<file path="src/rtl/tsmf_pkg.sv">
// ----------------------------------------------------------------------------
// tsmf_pkg: shared constants for the threshold spike median filter
// Sample width, default window length and reset threshold (1.0 in Q16.16).
// ----------------------------------------------------------------------------
package tsmf_pkg;

	// signed Q16.16 sample width
	localparam int SAMPLE_W = 32;

	// default median window; history keeps WINDOW/2 past outputs
	localparam int DEFAULT_WINDOW = 4;

	// threshold after reset: 1.0 in Q16.16
	localparam logic signed [SAMPLE_W-1:0] THRESH_RESET = 32'sh0001_0000;

endpackage

</file>
<file path="src/rtl/tsmf_median.sv">
// ----------------------------------------------------------------------------
// tsmf_median: median of the valid history entries plus the new sample
// Rank-based selection: every value is ranked by parallel compares, then the
// two middle ranks are picked and averaged with an arithmetic shift.
// ----------------------------------------------------------------------------
module tsmf_median #(
	parameter int HIST_DEPTH = tsmf_pkg::DEFAULT_WINDOW / 2,
	localparam int FW = $clog2(HIST_DEPTH + 1)
) (
	input  logic [HIST_DEPTH-1:0][tsmf_pkg::SAMPLE_W-1:0] hist,
	input  logic [FW-1:0]                                 fill,
	input  logic signed [tsmf_pkg::SAMPLE_W-1:0]          sample,
	output logic signed [tsmf_pkg::SAMPLE_W-1:0]          median
);
	import tsmf_pkg::*;

	localparam int NV = HIST_DEPTH + 1;

	logic signed [SAMPLE_W-1:0] vals [NV];
	logic [NV-1:0]              live;
	logic [FW-1:0]              rank [NV];
	logic [FW:0]                n_vals;
	logic [FW-1:0]              lo_rank;
	logic [FW-1:0]              hi_rank;
	logic [SAMPLE_W-1:0]        lo_val;
	logic [SAMPLE_W-1:0]        hi_val;
	logic signed [SAMPLE_W:0]   pair_sum;

	// gather candidates; history entries count only below the fill level
	always_comb begin
		for (int i = 0; i < HIST_DEPTH; i++) begin
			vals[i] = hist[i];
			live[i] = (FW'(i) < fill);
		end
		vals[HIST_DEPTH] = sample;
		live[HIST_DEPTH] = 1'b1;
	end

	// rank of each value among live values, ties broken by position
	always_comb begin
		for (int i = 0; i < NV; i++) begin
			rank[i] = '0;
			for (int j = 0; j < NV; j++) begin
				if (j != i && live[j] &&
				    ((vals[j] < vals[i]) || (vals[j] == vals[i] && j < i))) begin
					rank[i] = rank[i] + FW'(1);
				end
			end
		end
	end

	// middle ranks: equal for an odd count, adjacent for an even count
	assign n_vals  = {1'b0, fill} + {{FW{1'b0}}, 1'b1};
	assign lo_rank = fill >> 1;
	assign hi_rank = n_vals[FW:1];

	// one-hot pick of the two middle values
	always_comb begin
		lo_val = '0;
		hi_val = '0;
		for (int i = 0; i < NV; i++) begin
			if (live[i] && rank[i] == lo_rank) begin
				lo_val = lo_val | vals[i];
			end
			if (live[i] && rank[i] == hi_rank) begin
				hi_val = hi_val | vals[i];
			end
		end
	end

	// average at full width, floor by arithmetic shift
	assign pair_sum = $signed({lo_val[SAMPLE_W-1], lo_val}) +
	                  $signed({hi_val[SAMPLE_W-1], hi_val});
	assign median   = pair_sum[SAMPLE_W:1];

endmodule

</file>
<file path="src/rtl/threshold_spike_median_filter.sv">
// ----------------------------------------------------------------------------
// threshold_spike_median_filter: conditional median spike filter, Q16.16
// Samples above spike_threshold are replaced by a short-window median.
// ----------------------------------------------------------------------------
// Usage:
//   Sample channel: sample_valid / sample_stall carry one signed Q16.16
//   sample per beat. Result channel: result_valid / result_stall carry
//   filtered and replaced, exactly one result beat per sample beat.
//   Config channel: cfg_valid / cfg_ready write spike_threshold; cfg_ready
//   is always high, write only while no sample is in flight.
//   An accepted sample passes the input register, then the result register,
//   to the result port. Throughput: one sample per cycle unless stalled.
//   The median of up to WINDOW/2 past outputs plus the sample is formed by
//   parallel compares, combinationally between the input register and
//   the result register; the history feedback closes in the same cycle.
//   Reset: threshold returns to 1.0, history is empty, no result is valid.
//   When the receiver stalls the result register holds, the input register
//   still fills once, then sample_stall rises until the result is taken.
// ----------------------------------------------------------------------------
module threshold_spike_median_filter #(
	parameter int WINDOW = tsmf_pkg::DEFAULT_WINDOW
) (
	input  logic                                clk,
	input  logic                                arst_n,
	// configuration write
	input  logic                                cfg_valid,
	output logic                                cfg_ready,
	input  logic signed [tsmf_pkg::SAMPLE_W-1:0] spike_threshold,
	// sample channel
	input  logic                                sample_valid,
	output logic                                sample_stall,
	input  logic signed [tsmf_pkg::SAMPLE_W-1:0] sample,
	// result channel
	output logic                                result_valid,
	input  logic                                result_stall,
	output logic signed [tsmf_pkg::SAMPLE_W-1:0] filtered,
	output logic                                replaced
);
	import tsmf_pkg::*;

	localparam int HIST_DEPTH = WINDOW / 2;
	localparam int FW         = $clog2(HIST_DEPTH + 1);
	localparam int SLW        = (HIST_DEPTH > 1) ? $clog2(HIST_DEPTH) : 1;

	logic signed [SAMPLE_W-1:0]              thresh_q;
	logic                                    valid_s1;
	logic signed [SAMPLE_W-1:0]              sample_s1;
	logic [HIST_DEPTH-1:0][SAMPLE_W-1:0]     hist_q;
	logic [FW-1:0]                           fill_q;
	logic [SLW-1:0]                          slot_q;
	logic                                    result_valid_q;
	logic signed [SAMPLE_W-1:0]              filtered_q;
	logic                                    replaced_q;

	logic                                    advance;
	logic                                    load_s1;
	logic                                    spike;
	logic signed [SAMPLE_W-1:0]              median;
	logic signed [SAMPLE_W-1:0]              result_next;

	// handshake: stage 1 moves on when the result register is free or taken
	assign cfg_ready    = 1'b1;
	assign advance      = !result_valid_q || !result_stall;
	assign sample_stall = valid_s1 && !advance;
	assign load_s1      = sample_valid && !sample_stall;

	// threshold register
	always_ff @(posedge clk or negedge arst_n) begin
		if (!arst_n) begin
			thresh_q <= THRESH_RESET;
		end else if (cfg_valid && cfg_ready) begin
			thresh_q <= spike_threshold;
		end
	end

	// spike test and median
	assign spike = sample_s1 > thresh_q;

	tsmf_median #(
		.HIST_DEPTH (HIST_DEPTH)
	) u_median (
		.hist   (hist_q),
		.fill   (fill_q),
		.sample (sample_s1),
		.median (median)
	);

	assign result_next = spike ? median : sample_s1;

	// control state: stage valids, history fill and ring slot
	always_ff @(posedge clk or negedge arst_n) begin
		if (!arst_n) begin
			valid_s1       <= 1'b0;
			result_valid_q <= 1'b0;
			fill_q         <= '0;
			slot_q         <= '0;
		end else begin
			if (!sample_stall) begin
				valid_s1 <= sample_valid;
			end
			if (advance) begin
				result_valid_q <= valid_s1;
			end
			if (valid_s1 && advance) begin
				if (fill_q < FW'(HIST_DEPTH)) begin
					fill_q <= fill_q + FW'(1);
				end
				if (slot_q == SLW'(HIST_DEPTH - 1)) begin
					slot_q <= '0;
				end else begin
					slot_q <= slot_q + SLW'(1);
				end
			end
		end
	end

	// payload: input register, history ring and result register
	always_ff @(posedge clk) begin
		if (load_s1) begin
			sample_s1 <= sample;
		end
		if (valid_s1 && advance) begin
			hist_q[slot_q] <= result_next;
			filtered_q     <= result_next;
			replaced_q     <= spike;
		end
	end

	assign result_valid = result_valid_q;
	assign filtered     = filtered_q;
	assign replaced     = replaced_q;

`ifndef SYNTHESIS
	// fill level never passes the history depth
	a_fill_bound: assert property (@(posedge clk) disable iff (!arst_n)
		fill_q <= FW'(HIST_DEPTH))
		else $error("history fill above depth");

	// ring slot stays inside the history
	a_slot_bound: assert property (@(posedge clk) disable iff (!arst_n)
		slot_q <= SLW'(HIST_DEPTH - 1))
		else $error("history slot out of range");

	// a stage 1 item that moves on always yields a result beat
	a_result_follows: assert property (@(posedge clk) disable iff (!arst_n)
		(valid_s1 && advance) |=> result_valid)
		else $error("result beat lost");

	// a sample at or below the threshold passes unchanged
	a_pass_through: assert property (@(posedge clk) disable iff (!arst_n)
		(valid_s1 && advance && !spike) |=>
			(filtered == $past(sample_s1) && !replaced))
		else $error("non-spike sample altered");
`endif

endmodule

</file>
<file path="config.mk">
export PLATFORM = sky130hd
export DESIGN_NAME = threshold_spike_median_filter
export DESIGN_NICKNAME = d
export VERILOG_FILES = /design/src/rtl/tsmf_pkg.sv /design/src/rtl/tsmf_median.sv /design/src/rtl/threshold_spike_median_filter.sv
export SDC_FILE = /design/constraint.sdc
export NUM_CORES = 1
export LEC_CHECK = 0
export ABC_AREA = 1
export BUFFER_PORTS_ARGS = -buffer_cell sky130_fd_sc_hd__buf_2
export CAP_MARGIN = 20
export CORE_UTILIZATION = 50
export DETAILED_ROUTE_END_ITERATION = 16
export GPL_TIMING_DRIVEN = 0
export PLACE_DENSITY = 0.79
export SYNTH_ARGS = -nofsm -noshare
export SYNTH_HDL_FRONTEND = slang
export SYNTH_SLANG_ARGS = --single-unit
</file>
<file path="constraint.sdc">
create_clock -name clk -period 12.4 [get_ports clk]
set_input_delay 2.48 -clock clk [delete_from_list [all_inputs] [get_ports clk]]
set_output_delay 2.48 -clock clk [all_outputs]
set_load 0.01 [all_outputs]
</file>
# ---- Yosys cells after proc, flatten, opt, wreduce, memory -nomap -nowiden
# Cells that the tools add are included.
dict set report totals {
  reg_bits 166
  elab_cells 80
  output_inout_bits 36
}
dict set report classes {
  add_sub_neg 7
  order_cmp 12
  eq_ne 9
  muxes 17
  n_bitwise 4
  reduce_logical 21
}
# cell count
set op_table {}
lappend op_table {{2-to-1 mux 32 bit} 8}
lappend op_table {{less-than comparator 32 bit} 6}
lappend op_table {{OR 32 bit} 4}
lappend op_table {{== test 32 bit} 3}
lappend op_table {{bitwise mux 64 bit} 1}
lappend op_table {{adder 32 x 32 -> 33 bit} 1}
lappend op_table {{demux 32 bit (select 1 bit)} 1}
lappend op_table {{> comparator 32 bit} 1}
lappend op_table {{logical AND 1 bit} 12}
lappend op_table {{adder 2 x 1 -> 2 bit (second input constant)} 4}
lappend op_table {{== test 2 x 1 -> 1 bit} 3}
lappend op_table {{== test 2 bit} 3}
lappend op_table {{2-to-1 mux 2 bit} 3}
lappend op_table {{logical NOT 1 bit} 4}
lappend op_table {{logical OR 1 bit} 4}
lappend op_table {{less-than comparator 1 x 2 -> 1 bit (first input constant)} 2}
lappend op_table {{2-to-1 mux 1 bit} 4}
lappend op_table {{adder 2 x 1 -> 3 bit (second input constant)} 1}
lappend op_table {{less-than comparator 1 x 2 -> 1 bit (second input constant)} 1}
lappend op_table {{less-than comparator 2 bit (second input constant)} 1}
lappend op_table {{AND reduction 2 bit} 1}
lappend op_table {{adder 1 bit (second input constant)} 1}
lappend op_table {{greater-or-equal comparator 1 bit (second input constant)} 1}

# ---- Depth between registers and ports, before layout
# Gate-level depths: netlist of the first run.
dict set report logic_depth {
  depth_word 15
  ltp_mapped 37
  ltp_nobuf 35
}

# ---- Hierarchy
# From an unflattened synthesis of the first run, not the netlist that was laid out.
dict set report unflattened {
  cells_unflattened 1394
  area_unflattened_um2 12027.8
}
# module cells_each seq_area_each_um2 n_inst area_each_um2
set modules_own_cells {}
lappend modules_own_cells {threshold_spike_median_filter 511 4800.9 1 6612.6}
lappend modules_own_cells {tsmf_median 883 0.0 1 5415.2}

# ---- Least setup slack after synthesis of the first run
# Ideal clock, no wire load.
dict set report synth_timing {
  path_kind {in2reg}
  startpoint {input port result_stall}
  endpoint {register hist_q[32] in the netlist's numbering (enable)}
  t_arrival_ns 5.776
  slack_ns 6.201
  t_required_ns 11.977
  path_buffers 0
  cell_stages 5
  cell_sequence {nand2_1 > inv_1 > nor2_1 > inv_1 > nor2_1}
}
dict set report synth_via {
  elab_chain_cells 3
}
# element line
set synth_rtl {}
lappend synth_rtl {{from (decl)} threshold_spike_median_filter.sv:35} ;# input logic result_stall,
lappend synth_rtl {{logical NOT 1 bit} threshold_spike_median_filter.sv:63} ;# assign advance = !result_valid_q || !result_stall;
lappend synth_rtl {{logical OR 1 bit} threshold_spike_median_filter.sv:63}
lappend synth_rtl {{logical AND 1 bit} threshold_spike_median_filter.sv:122} ;# if (valid_s1 && advance) begin
lappend synth_rtl {{to (signal, indexed assignment)} threshold_spike_median_filter.sv:123} ;# hist_q[slot_q] <= result_next;
lappend synth_rtl {{to (decl)} threshold_spike_median_filter.sv:48} ;# logic [HIST_DEPTH-1:0][SAMPLE_W-1:0] hist_q;
# Every way passes these cells.
# A chain may end at the register's enable or synchronous reset.

# ---- Worst setup path in the final report of the first run
dict set report layout_timing {
  startpoint {register sample_s1[31]}
  endpoint {register hist_q[57] in the netlist's numbering (data pin)}
}
dict set report layout_via {
  elab_chain_cells 12
  word_cells_on_any_way 39
  classes_between {add/sub (2); order compare (5); eq/ne (8); mux (12); bitwise (4); reduce/logical (8)}
}
# element line
set layout_rtl {}
lappend layout_rtl {{from (decl)} threshold_spike_median_filter.sv:47} ;# logic signed [SAMPLE_W-1:0] sample_s1;
lappend layout_rtl {{from (signal assigned)} threshold_spike_median_filter.sv:120} ;# sample_s1 <= sample;
lappend layout_rtl {{less-than comparator 32 bit} tsmf_median.sv:45} ;# ((vals[j] < vals[i]) || (vals[j] == vals[i] && j < i))) begin
lappend layout_rtl {{2-to-1 mux 2 bit} tsmf_median.sv:44} ;# if (j != i && live[j] &&
lappend layout_rtl {{== test 2 x 1 -> 1 bit / == test 2 bit (equally long branches)} {tsmf_median.sv:62, tsmf_median.sv:65}}
lappend layout_rtl {{logical AND 1 bit, on equally long branches} {tsmf_median.sv:62, tsmf_median.sv:65}}
lappend layout_rtl {{2-to-1 mux 32 bit, on equally long branches} {tsmf_median.sv:62, tsmf_median.sv:65}}
lappend layout_rtl {{OR 32 bit, on equally long branches} {tsmf_median.sv:63, tsmf_median.sv:66}}
lappend layout_rtl {{2-to-1 mux 32 bit, on equally long branches} {tsmf_median.sv:62, tsmf_median.sv:65}}
lappend layout_rtl {{OR 32 bit, on equally long branches} {tsmf_median.sv:63, tsmf_median.sv:66}}
lappend layout_rtl {{2-to-1 mux 32 bit, on equally long branches} {tsmf_median.sv:62, tsmf_median.sv:65}}
lappend layout_rtl {{adder 32 x 32 -> 33 bit} tsmf_median.sv:72} ;# assign pair_sum = $signed({lo_val[SAMPLE_W-1], lo_val}) +
lappend layout_rtl {{2-to-1 mux 32 bit *} threshold_spike_median_filter.sv:88} ;# assign result_next = spike ? median : sample_s1;
lappend layout_rtl {{named net result_next[25]} threshold_spike_median_filter.sv:59} ;# logic signed [SAMPLE_W-1:0] result_next;
lappend layout_rtl {{bitwise mux 64 bit *} threshold_spike_median_filter.sv:123}
# Mark *: on every way through the listed nets, which the timed path passes. The rest lies on a longest branch.

==> metrics.md, run 1 <==
| Metric | Value |
|---|---|
| CTS tree | done |
| DRC errors left | 0 |
| Die area | around 24,000 µm² |
| Worst path arrival time | approximately 6400 ps |
| Syn Std Cell Area | around 12,000 µm² |
| Minimum clock period | 6250 ps |
| Final period util | 0.504 |
| First-pass GRT wire length | between 50,000 and 60,000 µm |
| Clock sink total | roughly 170 |
| CTS Buf Count | 17 |
| Layout cells sized above 1 | 0.114 |
| Total Nets Final | 1,701 |
| Area grow syn2layout | 13.8% |
| # Post-CTS Setup Buffers | 0 |
| Seq cells post-synth | about 170 |
| Total GRT Usage | 0.290 |
| Async S/R FF share, synth | 0.223 |
| H-tree level count | 4 |
| Avg Synthesized Cell Area | roughly 8.8 µm² |
| Startpoint types | flip-flop |
| ANT nets after route | 0 |
| Slew Limit Fails | 0 |
| Clk_lat worst skew | roughly 450 ps |
| Area of the core | between 20,000 and 25,000 µm² |
| Fin Setup TNS | 0 ps |
| Via count | between 10k and 15k |
| Initial core utilization | 0.515 |
| DRT iter0 DRCs | a little over 800 |
| Top-level port count | ~110 |
| Ys Warns | 0 |
| RePlAce Congestion | just under 1 |
| Synth unique cells | 50 |
| Cell Rows | 55 |
| Clock skew | 21.0 ps |
| Cts hold-fix bufs | 0 |
| Die W | 155 µm |
| Post-synth EDFFs | ~130 |
| Endpoints failing hold | 0 |
| Worst-path clk slew | 80 ps |
| Most used DFF post-synth | edfxtp_1 |
| Pin count of the biggest net entering global routing | 38 |
| CP max stage delay | about 620 ps |
| Resized cells post-CTS | 0 |
| Vias in the first global route | a little over 10k |
| Outcome | finished, final reports clean |
| WP data required | ~13,000 ps |
| Worst-Margin Slew | 866 ps |
| RSZ-0062 raised after global routing | no |
| WS Path Type | reg2reg |
| Total grt overflow | 0 |
| CTS root buffer | clkbuf_16 |
| Slowest stage cell, crit path | clkbuf_1 |
| Die height | about 160 µm |
| Fmax | approximately 0.16 GHz |
| Hpwl dp | between 20,000 and 30,000 µm |
| Met2 Use GR | 0.480 |
| # setup viols final | 0 |
| DR WL/cell | between 15 and 20 µm |
| Max cap viols | 0 |
| Wirelength, routed | 33,600 µm |
| Antenna cells | 0 |
| Vias per cell | 5.78 |
| Initial antenna violation count | 0 |
| Post-Syn Nets | ~1.6k |
| HP Class | reg2reg |
| Rel. slew slack | 0.417 |
| Clock Tree Buf Depth | 2 |
| Worst Path Max Fanout | 10 |
| Met3 usage | 0.0423 |
| Met1 usage | 0.380 |
| Global routing's busiest layer | met2 |
| PortBufs | 102 |
| Drt pass-1 iters | 7 |
| Worst Setup End Kind | flip-flop |
| Register area share after synthesis | 0.408 |
| Post-Synthesis Cells | 1,341 |
## kinds of logic (layout without fill, tap and decap cells)
| group | after synthesis | after routing | share of synthesized area |
|---|---|---|---|
| flops | 166 | 166 | 0.408 |
| compound gates | 326 | 326 | 0.166 |
| other cells | 1 | 1 | 0.000319 |
| mux | 1 | 1 | 0.000958 |
| simple gates | 448 | 448 | 0.162 |
| buf+inv | 210 | 349 | 0.0684 |
| xor+xnor | 24 | 24 | 0.0179 |
| fa+ha+maj | 165 | 165 | 0.176 |
## worst max-delay path, delay by kind of cell, from the launching register on
kind                     cells  cell delay, ps
AO/OA/AOI/OAI                5            1160
adder cells (fa/ha/maj)      3            1270
buffers and inverters        3             870
flip-flops                   1             490
AND/OR/NAND/NOR             14            2180
## sequential cells by signal, indices dropped and copies added, names as in the netlist
register      count
slot_q            1
result_valid      1
thresh_q         32
filtered         32
sample_s1        32
replaced          1
hist_q           64
fill_q            2
valid_s1          1
## layer usage
metal,vias up,part of all wire
met3,69,0.060
met2,408,0.47
met4,0,0.030
met5,-,0
li1,4978,-
met1,4910,0.44
## metrics by stage
| step | instances | util | hold slack (ps) | setup WS (ps) | instance area (µm²) |
|---|---|---|---|---|---|
| 4_1_cts | 1792 | 0.585 | 518 | 6240 | 13400 |
| 3_5_place_dp | 1760 | 0.560 | 509 | 6270 | 12800 |
| 3_3_place_gp | 1756 | 0.554 | 446 | 3740 | 12700 |
| 6_report | 1793 | 0.586 | 511 | 6150 | 13400 |
| 2_1_floorplan | 1341 | - | 434 | 6200 | 11800 |
| 5_1_grt | 1793 | 0.586 | 533 | 5770 | 13400 |
## final cells by class
| class | count | area, µm² |
|---|---|---|
| buffer | 32 | 136 |
| clock buffer | 21 | 462 |
| clock inverter | 11 | 111 |
| fill | 2059 | 9460 |
| inverter | 178 | 668 |
| multi-input combinational | 965 | 6170 |
| sequential | 166 | 4800 |
| tap | 313 | 392 |
| timing repair buffer | 107 | 641 |
## cell usage in the layout (no fill, tap or decap), types with 2 or more instances in the layout
master	Yosys	final
a31oi_1	8	8
nor3_1	9	9
nand3_1	47	47
o21ai_0	85	85
nor2_1	72	69
a21o_1	3	3
nor4_1	4	4
nand4_1	16	16
xnor2_1	19	19
o221ai_1	42	42
clkbuf_16	0	18
dfrtp_1	36	36
o21ai_2	2	2
or2_1	3	3
buf_4	3	3
edfxtp_1	129	129
inv_6	0	5
nor2_4	0	3
and2_1	2	2
clkbuf_1	25	28
ha_1	164	164
a21boi_0	4	4
buf_2	4	106
inv_1	171	171
o21a_1	9	9
o211ai_1	10	10
o21ai_1	32	32
inv_2	6	6
a211oi_1	3	3
a22oi_1	21	21
clkinv_2	0	2
xor2_1	5	5
nand3b_1	8	8
nand2_2	5	5
a21oi_1	102	102
nand2_1	274	274
buf_16	0	4
## final timing paths
path / startpoint / end / slack (ps) / cells past startpoint
setup / recovery: sample_s1[31] / hist_q[57] / 6150 / 25
hold / removal: valid_s1 / result_valid / 510 / 2
setup reg to reg: sample_s1[31] / hist_q[57] / 6150 / 25
hold reg to reg: valid_s1 / result_valid / 510 / 2
max in group asynchronous: arst_n / thresh_q[16] / 9940 / 2
min in group asynchronous: arst_n / thresh_q[27] / 1930 / 1
## Yosys cell counts (2+ instances only)
| library cell | n | area share |
|---|---|---|
| nand3b_1 | 8 | 0.0051 |
| o221ai_1 | 42 | 0.031 |
| a211oi_1 | 3 | 0.0019 |
| o21ai_0 | 85 | 0.036 |
| inv_2 | 6 | 0.0019 |
| edfxtp_1 | 129 | 0.33 |
| xnor2_1 | 19 | 0.014 |
| or2_1 | 3 | 0.0016 |
| a31oi_1 | 8 | 0.0043 |
| xor2_1 | 5 | 0.0037 |
| inv_1 | 171 | 0.055 |
| dfrtp_1 | 36 | 0.077 |
| a22oi_1 | 21 | 0.013 |
| nor4_1 | 4 | 0.0021 |
| and2_1 | 2 | 0.0011 |
| a21o_1 | 3 | 0.0019 |
| nand4_1 | 16 | 0.0085 |
| o21ai_1 | 32 | 0.014 |
| o21ai_2 | 2 | 0.0015 |
| a21boi_0 | 4 | 0.0026 |
| nand2_2 | 5 | 0.0027 |
| a21oi_1 | 102 | 0.043 |
| o21a_1 | 9 | 0.0057 |
| nor3_1 | 9 | 0.0038 |
| nand3_1 | 47 | 0.020 |
| buf_2 | 4 | 0.0017 |
| o211ai_1 | 10 | 0.0064 |
| buf_4 | 3 | 0.0019 |
| clkbuf_1 | 25 | 0.0080 |
| ha_1 | 164 | 0.17 |
| nand2_1 | 274 | 0.087 |
| nor2_1 | 72 | 0.023 |
Power of run 1 is left out: the tool's default activity adds up to more than one toggle a clock period on the data nets, which glitch-free logic cannot reach.
==> inputs of run 2 (changes only) <==
--- a/config.mk
+++ b/config.mk
@@ -11,7 +11,7 @@
 export CORE_UTILIZATION = 50
 export DETAILED_ROUTE_END_ITERATION = 16
 export GPL_TIMING_DRIVEN = 0
-export PLACE_DENSITY = 0.79
+export PLACE_DENSITY = 0.82
 export SYNTH_ARGS = -nofsm -noshare
 export SYNTH_HDL_FRONTEND = slang
 export SYNTH_SLANG_ARGS = --single-unit
==> constraint.sdc (replaced) <==
create_clock -name clk -period 5.08 [get_ports clk]
set_input_delay 1.016 -clock clk [delete_from_list [all_inputs] [get_ports clk]]
set_output_delay 1.016 -clock clk [all_outputs]
set_load 0.01 [all_outputs]
==> metrics.md, run 2 (synthesis gave the netlist of run 1 again) <==
| Metric | Value |
|---|---|
| WP data required | 5280 ps (-7290 ps) |
| Min-delay src | valid_s1 |
| Initial antenna violation count | 0 (unchanged) |
| Critical Path Start | sample_s1[30] |
| First-pass GRT wire length | 55,100 µm (+3.3%) |
| Via count | 11.2k (+8.0%) |
| Wirelength, routed | 38,200 µm (+14%) |
| Commonest cells after routing, fill and taps aside | 243 x nand2_1, 154 x inv_1, 132 x ha_1 |
| R2R cell count | 30 (+20%) |
| Worst Setup End Kind | flip-flop |
| ANT nets after route | 0 (unchanged) |
| Met3 usage | 0.0412 (-0.00111) |
| CTS root buffer | clkbuf_16 |
| Clock sink total | 166 (unchanged) |
| Worst R2R Start | sample_s1[30] |
| Worst-Margin Slew | 944 ps (+77.4 ps) |
| Worst-path clk slew | 80 ps (about the same) |
| RePlAce Congestion | 0.970 (-1.6%) |
| Worst path arrival time | 5310 ps (-1110 ps) |
| Endpoints failing hold | 0 (unchanged) |
| Largest register by flop count | hist_q |
| Min-Delay Endpoint | result_valid |
| # setup viols final | 20 (+20) |
| Layout cells sized above 1 | 0.298 (+0.184) |
| Clk_lat worst skew | 450 ps (about the same) |
| Vias per cell | 6.05 (+4.7%) |
| # fillers | 1,747 (-15%) |
| Hold path depth | 2 (unchanged) |
| PortBufs | 102 (unchanged) |
| Outcome | finished with violations |
| Antenna cells | 0 (unchanged) |
| CP max stage delay | 520 ps (-100 ps) |
| Clock Tree Buf Depth | 2 (unchanged) |
| Met2 Use GR | 0.499 (+0.0194) |
| WS Path Type | reg2reg |
| Most used cell, CP | nand2_1 |
| DRC errors left | 0 (unchanged) |
| Total Nets Final | 1,759 (+3.4%) |
| Clock skew | 17.2 ps (-3.78 ps) |
| Cell Rows | 55 (unchanged) |
| Die area | 24,100 µm² (unchanged) |
| DR WL/cell | 20.6 µm (+10%) |
| Area of the core | 22,800 µm² (unchanged) |
| Cell area after layout | 15,200 µm² (+14%) |
| Failing checks | negative setup slack |
| Fmax | 0.195 GHz (+22%) |
| RR Endpoint | filtered[24] |
| Minimum clock period | 5120 ps (-1130 ps) |
| Worst Path Max Fanout | 10 (unchanged) |
| Total grt overflow | 0 (unchanged) |
| Global routing's busiest layer | met2 |
| CTS Buf Count | 17 (unchanged) |
| Pin count of the biggest net entering global routing | 38 (unchanged) |
| HP Class | reg2reg |
| Rel. slew slack | 0.371 (-0.0463) |
| Slowest stage cell, crit path | edfxtp_1 |
| Drt pass-1 iters | 9 (+2) |
| Worst setup margin | -37.9 ps (-6190 ps) |
| Die height | 155 µm (unchanged) |
| Area grow syn2layout | 29.4% |
| R2R Setup Slk | -40 ps (-6190 ps) |
| Initial core utilization | 0.515 (unchanged) |
| DRT iter0 DRCs | 1,102 (+37%) |
| Met1 usage | 0.378 (-0.00176) |
| Hpwl dp | 25,900 µm (-0.96%) |
| Vias in the first global route | 10.7k (+3.5%) |
| Max cap viols | 0 (unchanged) |
| Commonest non-fill, non-tap cell in the layout | nand2_1 |
| Top-level port count | 105 (unchanged) |
| Final period util | 1.01 (+0.503) |
| Startpoint types | flip-flop |
| Cell Area, Placed | 12,800 µm² (unchanged) |
| Slew Limit Fails | 0 (unchanged) |
| CTS tree | done |
| Total GRT Usage | 0.299 (+0.00890) |
| Die W | 155 µm (unchanged) |
| H-tree level count | 4 (unchanged) |
| Cts hold-fix bufs | 0 (unchanged) |
| Largest register FFs | 64 (unchanged) |
## run 2: changes by cell type in the layout (fill, tap and decap cells not counted), moves of 17 or more
cell      previous run  this run
buf_4                3        59
ha_1               164       132
nand2_1            274       243
a21oi_1            102        73
nor2_1              69        41
o21ai_0             85        61
a21oi_2              1        23
nand2_2              5        27
clkbuf_1            28         8
ha_4                 0        17
inv_1              171       154
## run 2: stage by stage
stage          hold slack [ps]  setup TNS [ps]   util  std cells  setup WS [ps]
2_1_floorplan              434               0      -       1341            345
3_3_place_gp               444         -198560  0.554       1756          -2080
3_5_place_dp               493          -69860  0.560       1760          -1030
4_1_cts                    507         -0.0981  0.612       1816        -0.0981
5_1_grt                    525           -9010  0.666       1851           -272
6_report                   503            -359  0.666       1851          -37.9
## run 2: routing by layer
metal	share of wire	wire (µm)	vias up
li1	-	-	5091
met1	0.39	14700	5250
met2	0.47	18000	669
met3	0.084	3210	189
met4	0.059	2240	0
met5	0	0	-
## run 2: worst max-delay path: cells and delay by family, from the launching register on
kind | cells | cell delay [ps]
adder cells (fa/ha/maj) | 3 | 960
buffers and inverters | 5 | 660
AND/OR/NAND/NOR | 18 | 2160
AO/OA/AOI/OAI | 4 | 530
flip-flops | 1 | 520
## run 2: worst max-delay path by stage
stage / end / slack [ps] / cells past startpoint
after floorplan: hist_q[32] / 350 / 5
after global placement: hist_q[48] / -2080 / 6
after detailed placement: filtered[25] / -1030 / 28
after CTS: hist_q[21] / -0.1 / 29
after global routing: hist_q[24] / -270 / 29
final: filtered[24] / -40 / 30
## run 2: timing repair
action | 4_1_cts | 5_1_grt
resized for setup | 112 | 252
setup endpoints to repair | 96 | 78
setup buffers | 25 | 33
pin swaps | 24 | 94
cloned | 0 | 2
## run 2: final cells by class
cell class / instances / area (µm²) / area share
Clock buffer: 18 / 429 / 0.0282
Sequential cell: 166 / 4800 / 0.315
Tap cell: 313 / 392 / 0.0257
Timing Repair Buffer: 166 / 1120 / 0.0736
Buffer: 31 / 259 / 0.0170
Clock inverter: 14 / 183 / 0.0120
Inverter: 178 / 676 / 0.0444
Multi-Input combinational cell: 965 / 7360 / 0.484
Power of run 2 is left out for the same reason.
